<file path="src/rtl/core/tlbpt_pkg.sv">
// tlbpt_pkg: shared constants for the tlb page translation block
// no dependencies; imported by every module of the block

package tlbpt_pkg;

   localparam int ADDR_W          = 16;
   localparam int COUNT_W         = 32;
   localparam int TLB_ENTRIES_DEF = 16;
   localparam int PAGE_COUNT_DEF  = 256;
   localparam int OFFSET_BITS_DEF = 8;

   // sequencer codes of the top level
   localparam logic S_IDLE = 1'b0;
   localparam logic S_EXEC = 1'b1;

endpackage

</file>
<file path="src/rtl/core/tlb_page_translate.sv">
// tlb_page_translate: top level of the page translation block
// depends on tlbpt_pkg, tlbpt_page_map and tlbpt_tlb
//
// usage
//   req_ channel carries one logical address per item; the upper bits
//   (modulo the page count) are the page, the low OFFSET_BITS the offset.
//   rsp_ channel returns one item per request: physical address, tlb hit
//   and page fault flags and three saturating running counts.
// sequence
//   the accept cycle reads the page map memory; the execute state then
//   runs the tlb match, allocates a frame on a fault and, once the output
//   is free, writes map, tlb and counts back and loads the output register.
//   a new item is accepted only from the idle state, so the block takes no
//   new request until the last one has left its execute state.
// reset
//   synchronous, active high; clears tlb and page map valid bits, the
//   fifo pointer, the frame allocator and all counts. no clearing pass.
// stall
//   while rsp_ready is low a waiting result holds; one further item may
//   be accepted and parks in its execute cycle until the output frees.

module tlb_page_translate #(
   parameter int TLB_ENTRIES = tlbpt_pkg::TLB_ENTRIES_DEF,
   parameter int PAGE_COUNT  = tlbpt_pkg::PAGE_COUNT_DEF,
   parameter int OFFSET_BITS = tlbpt_pkg::OFFSET_BITS_DEF
) (
   input  logic                         clock,
   input  logic                         reset,
   input  logic                         req_valid,
   output logic                         req_ready,
   input  logic [tlbpt_pkg::ADDR_W-1:0] req_logical_address,
   output logic                         rsp_valid,
   input  logic                         rsp_ready,
   output logic [tlbpt_pkg::ADDR_W-1:0] rsp_physical_address,
   output logic                         rsp_tlb_hit,
   output logic                         rsp_page_fault,
   output logic [tlbpt_pkg::COUNT_W-1:0] rsp_hit_count,
   output logic [tlbpt_pkg::COUNT_W-1:0] rsp_fault_count,
   output logic [tlbpt_pkg::COUNT_W-1:0] rsp_access_count
);
   import tlbpt_pkg::*;

   localparam int PAGE_BITS = $clog2(PAGE_COUNT);
   localparam int RAW_W     = (OFFSET_BITS < ADDR_W) ? ADDR_W - OFFSET_BITS : 0;
   localparam int RAW_VW    = (RAW_W > 0) ? RAW_W : 1;
   // compare-subtract steps needed to bring the raw page below PAGE_COUNT
   localparam int MOD_STEPS = (RAW_W >= PAGE_BITS) ? RAW_W - PAGE_BITS + 1 : 0;

   logic                   state_ff;
   logic                   state_in;
   logic                   accept;
   logic                   finish;
   logic                   out_free;

   logic [RAW_VW-1:0]      raw_page;
   logic [RAW_VW:0]        rem;
   logic [PAGE_BITS-1:0]   req_page;

   logic [PAGE_BITS-1:0]   page_ff;
   logic [OFFSET_BITS-1:0] offset_ff;
   logic [PAGE_BITS-1:0]   next_frame_ff;
   logic [PAGE_BITS-1:0]   next_frame_in;

   logic                   map_valid;
   logic [PAGE_BITS-1:0]   map_frame;
   logic                   tlb_hit;
   logic [PAGE_BITS-1:0]   tlb_frame;

   logic                   fault;
   logic [PAGE_BITS-1:0]   frame;

   logic [COUNT_W-1:0]     hit_total_ff;
   logic [COUNT_W-1:0]     fault_total_ff;
   logic [COUNT_W-1:0]     access_total_ff;
   logic [COUNT_W-1:0]     hit_total_in;
   logic [COUNT_W-1:0]     fault_total_in;
   logic [COUNT_W-1:0]     access_total_in;

   logic                   rsp_valid_ff;
   logic [ADDR_W-1:0]      phys_ff;
   logic                   hit_flag_ff;
   logic                   fault_flag_ff;

   // one item in execution at a time; a new item is taken only between items
   assign req_ready = (state_ff == S_IDLE);
   assign accept    = req_valid && req_ready;
   assign out_free  = !rsp_valid_ff || rsp_ready;
   assign finish    = (state_ff == S_EXEC) && out_free;

   // page number modulo the page count by restoring compare and subtract
   assign raw_page = RAW_VW'(req_logical_address >> OFFSET_BITS);

   always_comb begin
      rem = {1'b0, raw_page};
      for (int k = MOD_STEPS - 1; k >= 0; k--) begin
         if (rem >= (RAW_VW + 1)'(PAGE_COUNT << k)) begin
            rem = rem - (RAW_VW + 1)'(PAGE_COUNT << k);
         end
      end
      req_page = PAGE_BITS'(rem);
   end

   always_comb begin
      state_in = state_ff;
      unique case (state_ff)
         S_IDLE: begin
            if (accept) begin
               state_in = S_EXEC;
            end
         end
         S_EXEC: begin
            if (out_free) begin
               state_in = S_IDLE;
            end
         end
         default: state_in = S_IDLE;
      endcase
   end

   always_ff @(posedge clock) begin
      if (accept) begin
         page_ff   <= req_page;
         offset_ff <= req_logical_address[OFFSET_BITS-1:0];
      end
   end

   tlbpt_page_map #(
      .PAGE_COUNT (PAGE_COUNT),
      .PAGE_BITS  (PAGE_BITS)
   ) u_map (
      .clock    (clock),
      .reset    (reset),
      .rd_en    (accept),
      .rd_page  (req_page),
      .rd_valid (map_valid),
      .rd_frame (map_frame),
      .wr_en    (finish && fault),
      .wr_page  (page_ff),
      .wr_frame (next_frame_ff)
   );

   tlbpt_tlb #(
      .TLB_ENTRIES (TLB_ENTRIES),
      .PAGE_BITS   (PAGE_BITS)
   ) u_tlb (
      .clock      (clock),
      .reset      (reset),
      .look_page  (page_ff),
      .look_hit   (tlb_hit),
      .look_frame (tlb_frame),
      .fill_en    (finish && !tlb_hit),
      .fill_page  (page_ff),
      .fill_frame (frame)
   );

   // frame choice: tlb, then the map, then a fresh frame on a fault
   assign fault = !tlb_hit && !map_valid;
   assign frame = tlb_hit ? tlb_frame : (map_valid ? map_frame : next_frame_ff);

   assign next_frame_in = (next_frame_ff == PAGE_BITS'(PAGE_COUNT - 1)) ?
                          '0 : next_frame_ff + 1'b1;

   // saturating counts
   assign access_total_in = (&access_total_ff) ? access_total_ff : access_total_ff + 1'b1;
   assign hit_total_in    = (tlb_hit && !(&hit_total_ff)) ? hit_total_ff + 1'b1 : hit_total_ff;
   assign fault_total_in  = (fault && !(&fault_total_ff)) ?
                            fault_total_ff + 1'b1 : fault_total_ff;

   always_ff @(posedge clock) begin
      if (reset) begin
         state_ff        <= S_IDLE;
         next_frame_ff   <= '0;
         hit_total_ff    <= '0;
         fault_total_ff  <= '0;
         access_total_ff <= '0;
         rsp_valid_ff    <= 1'b0;
      end else begin
         state_ff <= state_in;
         if (finish) begin
            rsp_valid_ff    <= 1'b1;
            access_total_ff <= access_total_in;
            hit_total_ff    <= hit_total_in;
            fault_total_ff  <= fault_total_in;
            if (fault) begin
               next_frame_ff <= next_frame_in;
            end
         end else if (rsp_ready) begin
            rsp_valid_ff <= 1'b0;
         end
      end
   end

   // output register, loaded as the item completes
   always_ff @(posedge clock) begin
      if (finish) begin
         phys_ff       <= ADDR_W'({frame, offset_ff});
         hit_flag_ff   <= tlb_hit;
         fault_flag_ff <= fault;
      end
   end

   assign rsp_valid            = rsp_valid_ff;
   assign rsp_physical_address = phys_ff;
   assign rsp_tlb_hit          = hit_flag_ff;
   assign rsp_page_fault       = fault_flag_ff;
   assign rsp_hit_count        = hit_total_ff;
   assign rsp_fault_count      = fault_total_ff;
   assign rsp_access_count     = access_total_ff;

endmodule

</file>
<file path="src/rtl/core/tlbpt_page_map.sv">
// tlbpt_page_map: page-to-frame memory with registered read
// depends on tlbpt_pkg; per-entry valid bits in flip-flops cleared by reset

module tlbpt_page_map #(
   parameter int PAGE_COUNT = tlbpt_pkg::PAGE_COUNT_DEF,
   parameter int PAGE_BITS  = $clog2(tlbpt_pkg::PAGE_COUNT_DEF)
) (
   input  logic                 clock,
   input  logic                 reset,
   input  logic                 rd_en,
   input  logic [PAGE_BITS-1:0] rd_page,
   output logic                 rd_valid,
   output logic [PAGE_BITS-1:0] rd_frame,
   input  logic                 wr_en,
   input  logic [PAGE_BITS-1:0] wr_page,
   input  logic [PAGE_BITS-1:0] wr_frame
);
   import tlbpt_pkg::*;

   logic [PAGE_BITS-1:0] map_mem [PAGE_COUNT];
   logic [PAGE_COUNT-1:0] valid_ff;
   logic [PAGE_BITS-1:0] rd_frame_ff;
   logic                 rd_valid_ff;

   // frame storage, no reset
   always_ff @(posedge clock) begin
      if (wr_en) begin
         map_mem[wr_page] <= wr_frame;
      end
      if (rd_en) begin
         rd_frame_ff <= map_mem[rd_page];
         rd_valid_ff <= valid_ff[rd_page];
      end
   end

   always_ff @(posedge clock) begin
      if (reset) begin
         valid_ff <= '0;
      end else if (wr_en) begin
         valid_ff[wr_page] <= 1'b1;
      end
   end

   assign rd_valid = rd_valid_ff;
   assign rd_frame = rd_frame_ff;

endmodule

</file>
<file path="src/rtl/core/tlbpt_tlb.sv">
// tlbpt_tlb: fully associative tlb with fifo replacement
// depends on tlbpt_pkg; lowest matching valid entry wins

module tlbpt_tlb #(
   parameter int TLB_ENTRIES = tlbpt_pkg::TLB_ENTRIES_DEF,
   parameter int PAGE_BITS   = $clog2(tlbpt_pkg::PAGE_COUNT_DEF)
) (
   input  logic                 clock,
   input  logic                 reset,
   input  logic [PAGE_BITS-1:0] look_page,
   output logic                 look_hit,
   output logic [PAGE_BITS-1:0] look_frame,
   input  logic                 fill_en,
   input  logic [PAGE_BITS-1:0] fill_page,
   input  logic [PAGE_BITS-1:0] fill_frame
);
   import tlbpt_pkg::*;

   localparam int SLOT_BITS = (TLB_ENTRIES > 1) ? $clog2(TLB_ENTRIES) : 1;

   logic [PAGE_BITS-1:0]   page_ff  [TLB_ENTRIES];
   logic [PAGE_BITS-1:0]   frame_ff [TLB_ENTRIES];
   logic [TLB_ENTRIES-1:0] valid_ff;
   logic [SLOT_BITS-1:0]   slot_ff;
   logic [SLOT_BITS-1:0]   slot_in;
   logic [SLOT_BITS-1:0]   match_idx;
   logic                   match_any;

   // priority match, scanned high to low so the lowest entry is kept
   always_comb begin
      match_any = 1'b0;
      match_idx = '0;
      for (int i = TLB_ENTRIES - 1; i >= 0; i--) begin
         if (valid_ff[i] && (page_ff[i] == look_page)) begin
            match_any = 1'b1;
            match_idx = SLOT_BITS'(i);
         end
      end
   end

   assign look_hit   = match_any;
   assign look_frame = frame_ff[match_idx];

   assign slot_in = (slot_ff == SLOT_BITS'(TLB_ENTRIES - 1)) ? '0 : slot_ff + 1'b1;

   always_ff @(posedge clock) begin
      if (fill_en) begin
         page_ff[slot_ff]  <= fill_page;
         frame_ff[slot_ff] <= fill_frame;
      end
   end

   always_ff @(posedge clock) begin
      if (reset) begin
         valid_ff <= '0;
         slot_ff  <= '0;
      end else if (fill_en) begin
         valid_ff[slot_ff] <= 1'b1;
         slot_ff           <= slot_in;
      end
   end

endmodule
</file>
<file path="config.mk">
export PLATFORM = sky130hd
export DESIGN_NAME = tlb_page_translate
export DESIGN_NICKNAME = d
export VERILOG_FILES = /design/src/rtl/core/tlbpt_pkg.sv /design/src/rtl/core/tlb_page_translate.sv /design/src/rtl/core/tlbpt_page_map.sv /design/src/rtl/core/tlbpt_tlb.sv
export SDC_FILE = /design/constraint.sdc
export NUM_CORES = 2
export LEC_CHECK = 0
export BUFFER_PORTS_ARGS = -buffer_cell sky130_fd_sc_hd__buf_2
export CELL_PAD_IN_SITES_DETAIL_PLACEMENT = 0
export CELL_PAD_IN_SITES_GLOBAL_PLACEMENT = 1
export CORE_AREA = 3 3 448 450
export CTS_BUF_LIST = sky130_fd_sc_hd__clkbuf_8
export CTS_CLUSTER_SIZE = 16
export DETAILED_ROUTE_END_ITERATION = 8
export DIE_AREA = 0 0 451 453
export HOLD_SLACK_MARGIN = 0.05
export PLACE_DENSITY_LB_ADDON = 0.1
export SKIP_CTS_REPAIR_TIMING = 1
export SYNTH_ARGS = -nofsm -noshare
export SYNTH_HDL_FRONTEND = slang
export SYNTH_SLANG_ARGS = --single-unit
</file>
<file path="constraint.sdc">
create_clock -name clock -period 10.8 [get_ports clock]
set_input_delay 1.08 -clock clock [delete_from_list [all_inputs] [get_ports clock]]
set_output_delay 1.08 -clock clock [all_outputs]
set_load 0.03 [all_outputs]
</file>
# ---- Word level (Yosys, flattened, before mapping)
# Memory sizes are Yosys's and may differ from the RTL's. A register that Yosys moved wholly into a read port is not among the register bits.
# Cells that the tools add are included.
dict set report op_classes {
  n_lt_le_gt_ge 5
  mux 51
  n_eq_ne 18
  n_bitwise 4
  n_reduce_logical 39
  n_addsub 5
}
# op n
set op_table {}
lappend op_table {{bitwise OR 256 bit} 1}
lappend op_table {{equality test 8 bit} 16}
lappend op_table {{adder 32 x 1 -> 32 bit, second input constant} 3}
lappend op_table {{AND reduction 32 bit} 3}
lappend op_table {{2-to-1 mux 4 bit} 17}
lappend op_table {{2-to-1 mux 1 bit} 27}
lappend op_table {{logical AND 1 bit} 25}
lappend op_table {{2-to-1 mux 8 bit} 3}
lappend op_table {{< comparator 8 x 9 -> 1 bit, second input constant} 2}
lappend op_table {{bitwise OR 16 bit} 1}
lappend op_table {{adder 8 x 1 -> 8 bit, second input constant} 1}
lappend op_table {{binary-select mux 1 bit (select 8 bit)} 1}
lappend op_table {{demux 1 bit (select 8 bit)} 1}
lappend op_table {{equality test 8 bit, second input constant} 1}
lappend op_table {{>= comparator 8 x 1 -> 1 bit, second input constant} 1}
lappend op_table {{AND reduction 2 bit} 4}
lappend op_table {{zero test 1 bit} 5}
lappend op_table {{< comparator 4 x 5 -> 1 bit, second input constant} 1}
lappend op_table {{adder 4 x 1 -> 4 bit, second input constant} 1}
lappend op_table {{demux 1 bit (select 4 bit)} 1}
lappend op_table {{equality test 4 bit, second input constant} 1}
lappend op_table {{>= comparator 4 x 1 -> 1 bit, second input constant} 1}
lappend op_table {{NOT 1 bit} 2}
lappend op_table {{case mux 1 bit (2 select lines)} 1}
lappend op_table {{other kinds (2)} 2}
dict set report totals {
  ramBits 2304
  n_memories 3
  elab_cells 140
  ff_bits 417
  in_bits 20
}
# memory depth word_bits rd rd_ports_with_merged_regs wr line_no
set memory_table {}
lappend memory_table {u_map.map_mem 256 8 1 1 1 tlbpt_page_map.sv:20} ;# logic [PAGE_BITS-1:0] map_mem [PAGE_COUNT];
lappend memory_table {u_tlb.frame_ff 16 8 1 0 1 tlbpt_tlb.sv:22} ;# logic [PAGE_BITS-1:0] frame_ff [TLB_ENTRIES];
lappend memory_table {u_tlb.page_ff 16 8 16 0 1 tlbpt_tlb.sv:21} ;# logic [PAGE_BITS-1:0] page_ff [TLB_ENTRIES];

# ---- Longest topological paths before layout
# An unclocked memory read counts as a cell.
dict set report depth {
  ltp_word 24
  depth_mapped 15
  mapped_depth_nobuf 11
}

# ---- Cells and area by module
# From an unflattened synthesis, not the netlist that was laid out.
dict set report unflattened {
  cells_unflattened 6193
  area_unflattened_um2 107609.5
}
# module n_inst seq_area_each_um2 area_each_um2 cells_per_inst
set by_module_without_submodules {}
lappend by_module_without_submodules {tlbpt_page_map 1 66894.2 88974.1 4731}
lappend by_module_without_submodules {tlbpt_tlb 1 8087.8 11855.1 738}
lappend by_module_without_submodules {tlb_page_translate 1 3143.0 6780.3 724}

# ---- Least setup slack after synthesis
# Ideal clock, no wire load.
dict set report synth_timing {
  path_kind {flip-flop to flip-flop}
  start {register next_frame_ff[6]}
  end {register phys_ff[14] (netlist: rsp_physical_address[14]) (data pin)}
  synth_period_minus_slack_ns 5.136
  setup_ns 0.334
  path_stages_with_launch 6
  path_buffers 0
  required_time_ns 10.466
  t_arrival_ns 4.802
  path_slack_ns 5.664
  path_cell_list {dfxtp_1 nor2b_1 a211oi_1 a31oi_1 nand3_1 nor3_1}
}
dict set report synth_between {
  elab_chain_cells 2
}
# item line_no
set synth_rtl {}
lappend synth_rtl {{start: declaration} tlb_page_translate.sv:61} ;# logic [PAGE_BITS-1:0] next_frame_ff;
lappend synth_rtl {{start signal: assignment} tlb_page_translate.sv:185} ;# next_frame_ff <= next_frame_in;
lappend synth_rtl {{2-to-1 mux 8 bit (2 in series)} tlb_page_translate.sv:158} ;# assign frame = tlb_hit ? tlb_frame : (map_valid ? map_frame : next_frame_ff);
lappend synth_rtl {{net frame[6]} tlb_page_translate.sv:70} ;# logic [PAGE_BITS-1:0] frame;
lappend synth_rtl {{end signal: assignment} tlb_page_translate.sv:196} ;# phys_ff <= ADDR_W'({frame, offset_ff});
lappend synth_rtl {{end: declaration} tlb_page_translate.sv:80} ;# logic [ADDR_W-1:0] phys_ff;
# The timed path passes the listed nets, and every way through them passes these cells.
# A chain may end at the register's enable or synchronous reset.

# ---- Worst setup path in the final report
dict set report layout_timing {
  start {register page_ff[7]}
  end {memory u_map.map_mem[153][7] in the netlist's numbering, enable pin}
}
dict set report layout_between {
  elab_chain_cells 23
  word_cells_on_any_way 53
  cone_classes {16 x eq/ne; 18 x mux; 19 x reduce/logical}
}
# item line_no
set layout_rtl {}
lappend layout_rtl {{start: declaration} tlb_page_translate.sv:59} ;# logic [PAGE_BITS-1:0] page_ff;
lappend layout_rtl {{start signal: assignment} tlb_page_translate.sv:122} ;# page_ff <= req_page;
lappend layout_rtl {{equality test 8 bit} tlbpt_tlb.sv:34} ;# if (valid_ff[i] && (page_ff[i] == look_page)) begin
lappend layout_rtl {{logical AND 1 bit} tlbpt_tlb.sv:34}
lappend layout_rtl {{2-to-1 mux 1 bit (16 in series)} tlbpt_tlb.sv:34}
lappend layout_rtl {{zero test 1 bit} tlb_page_translate.sv:157} ;# assign fault = !tlb_hit && !map_valid;
lappend layout_rtl {{logical AND 1 bit} tlb_page_translate.sv:157}
lappend layout_rtl {{logical AND 1 bit} tlb_page_translate.sv:137} ;# .wr_en (finish && fault),
lappend layout_rtl {{2-to-1 mux 1 bit} tlbpt_page_map.sv:27} ;# if (wr_en) begin
lappend layout_rtl {{2-to-1 mux 1 bit (implied by the code)} tlbpt_page_map.sv:28} ;# map_mem[wr_page] <= wr_frame;
lappend layout_rtl {{end: declaration} tlbpt_page_map.sv:20}
# Several ways; a longest one is shown, not always the timed one.

==> flow_summary.json <==
{
  "hold_viol": 0,
  "firstDrtPassIters": 6,
  "gr-usage-all-layers_pct": 25.9,
  "worstSetupStartpoint": "page_ff[7]",
  "grt_pass1_vias": 53700,
  "path_max_fanout": 37,
  "netlist_top_cells_count": "edfxtp_1 (2347), nor2_1 (803), mux4_2 (765), dfxtp_1 (382), clkbuf_1 (170)",
  "tritoncts": "built",
  "clk_pin_slew_ns": 0.06,
  "worst_pin_slew_ns": 1.38,
  "num_vias": 54200,
  "syn_inst": 5553,
  "ctsLongestPathBuffers": 4,
  "setup_tns_ns": 0,
  "max_stage_delay_ns": 0.84,
  "initial_core_util_pct": 53.8,
  "fin_ws_ns": 4.98,
  "syn-num-nets": 5581,
  "seq_area_frac_synth_pct": 73.7,
  "rows": 163,
  "grt_max_degree": 198,
  "viasPerCell": 6.06,
  "skew_ns": 0.0560,
  "dpl.hpwl_um": 154000,
  "fin_nets": 5960,
  "numPortBuffers": 135,
  "synth_area_leader_cell": "edfxtp_1",
  "final_design_area_no_fill_um2": 118000,
  "start_kind": "flop",
  "slew_viol_final": 0,
  "yosysMostFrequentCell": "edfxtp_1",
  "wl_um": 262000,
  "path_cells": "buf_4 > xnor2_1 > nand3_1 > nor4_1 > nor4_2 > nand3b_1 > nor4_4 > buf_4 > nand2_1 > nor2_1 > nand2_1 > nor2_1",
  "synth-edff-count": 2347,
  "r2r-start": "page_ff[7]",
  "grt_setup_unrepaired": "no",
  "r2r_slack_ns": 4.98,
  "ys_top_cells_by_area": "edfxtp_1 (66%), mux4_2 (16%), dfxtp_1 (7.2%)",
  "die_y_um": 453,
  "synth_flop_cell": "edfxtp_1",
  "syn_area_um2": 106000,
  "criticalPathCategory": "flop to flop",
  "cts_htree_levels": 5,
  "arrival_ns": 6.52,
  "cts_sinks": 2729,
  "min_from": "req_logical_address[6]",
  "total_power_mw": 20.4,
  "ir_worst_vdd_mv": 0.144,
  "crit_required_ns": 11.50,
  "dieArea_um2": 204000,
  "async_reset_ff_share_pct": 0,
  "place_congestion": 0.794,
  "yosysWarnings": 0,
  "root_buffer": "clkbuf_8",
  "worst_hold_slack_ns": 0.201,
  "p_per_area_nw_per_um2": 173,
  "placed_area_um2": 110000,
  "core_area_um2": 197000,
  "antenna_found_initial": 11,
  "cts_buffers": 452,
  "drv_cap": 0,
  "grt_pass1_wl_um": 385000,
  "outcome": "complete, no violations",
  "grt_overflow_total": 0,
  "io_pins": 136,
  "cp_slowest_cell": "nor2_1",
  "final_cells": 8943,
  "post-route-min-period_ns": 5.82,
  "drt_iter0_drc": 5681,
  "pre_cts_slack_ns": 4.92,
  "max_clock_freq_mhz": 172,
  "ant_nets": 0,
  "power_leakage_nw": 38.0,
  "drive_above_1_share_pct": 25.7,
  "synth_cell_type_count": 58,
  "wire_per_inst_um": 29.3,
  "post-route-period-util_pct": 53.9,
  "relSlewSlack_pct": 8.01,
  "avgSynthCellArea_um2": 19.1,
  "hold_path_class": "primary input to flop",
  "synth_top_area_share_pct": 66.5,
  "syn2layout_area_growth_pct": 11.4,
  "postLayoutCoreUtil_pct": 60.0,
  "cp-end-kind": "flop",
  "synth_seq_cells": 2729,
  "drc": 0,
  "dp.cells": 8118,
  "die_w_um": 451,
  "setup_viol": 0,
  "clock_latency_ns": 1.09
}
-- cell usage in the layout, fill, tap and decap left out, types with 10 or more instances in the layout --
master / instances
clkinv_2: 42
buf_4: 77
and2_1: 10
nor2_1: 803
or3_1: 28
nand3_1: 72
o21ai_0: 38
xnor2_1: 147
nand2_1: 107
edfxtp_1: 2347
a31oi_1: 11
buf_2: 129
xor2_1: 58
nor3_1: 33
dfxtp_1: 374
a21oi_1: 164
clkbuf_8: 517
mux4_2: 765
mux2i_1: 66
buf_12: 12
nor2b_1: 13
and3_1: 31
nand4_1: 40
nand2b_1: 11
clkinv_1: 60
inv_1: 204
-- power breakdown --
| group | internal, mW | switching, mW | leakage [nW] |
|---|---|---|---|
| Sequential | 11.4 | 0.0242 | 24.4 |
| Clock | 4.46 | 3.98 | 5.05 |
| Combinational | 0.201 | 0.402 | 8.58 |
| Total | 16.0 | 4.40 | 38.0 |
-- worst paths after layout --
kind	cells after the start	endpoint
max	12	u_map.map_mem[153][7]
min	1	offset_ff[6]
max reg2reg	12	u_map.map_mem[153][7]
min reg2reg	0	rsp_physical_address[7]
-- worst max-delay path, delay by kind of cell, from the launching register on --
| family | cells | cell delay [ns] |
|---|---|---|
| buf+inv | 2 | 0.84 |
| xor+xnor | 1 | 0.18 |
| flops | 1 | 0.52 |
| simple gates | 9 | 3.83 |
-- state kept, by name, indices dropped and copies added, names as in the netlist, 16 cells and up --
| signal | count |
|---|---|
| u_tlb.frame_ff | 128 |
| u_tlb.page_ff | 128 |
| rsp_physical_address | 16 |
| rsp_hit_count | 32 |
| u_map.map_mem | 2048 |
| rsp_access_count | 32 |
| rsp_fault_count | 32 |
| u_map.valid_ff | 256 |
| u_tlb.valid_ff | 16 |
-- cell families after synthesis --
logic type               synth area share (%)
XOR/XNOR                                 1.69
multiplexers                             17.0
flip-flops                               73.7
AND/OR/NAND/NOR                          4.93
AO/OA/AOI/OAI                            1.28
adder cells (fa/ha/maj)                0.0944
buffers and inverters                    1.33
-- layout make-up --
cell class	instances	area [um^2]
diodes	8	20.0
clock buffers	517	7120
clock inverters	300	1340
fillers	14500	78900
inverters	19	71.3
multi-input cells	2507	26600
flip-flops and latches	2729	78200
well taps	2640	3300
repair buffers	223	1540
-- layer usage --
layer	vias to the layer above	track usage, %	share of wire [%]
met5	-	0	0.091
met4	6	6.46	2.1
met3	379	5.00	7.6
met2	2267	40.0	48
met1	28600	38.5	42
li1	23000	-	-
Power figures use the tool's default switching activity.
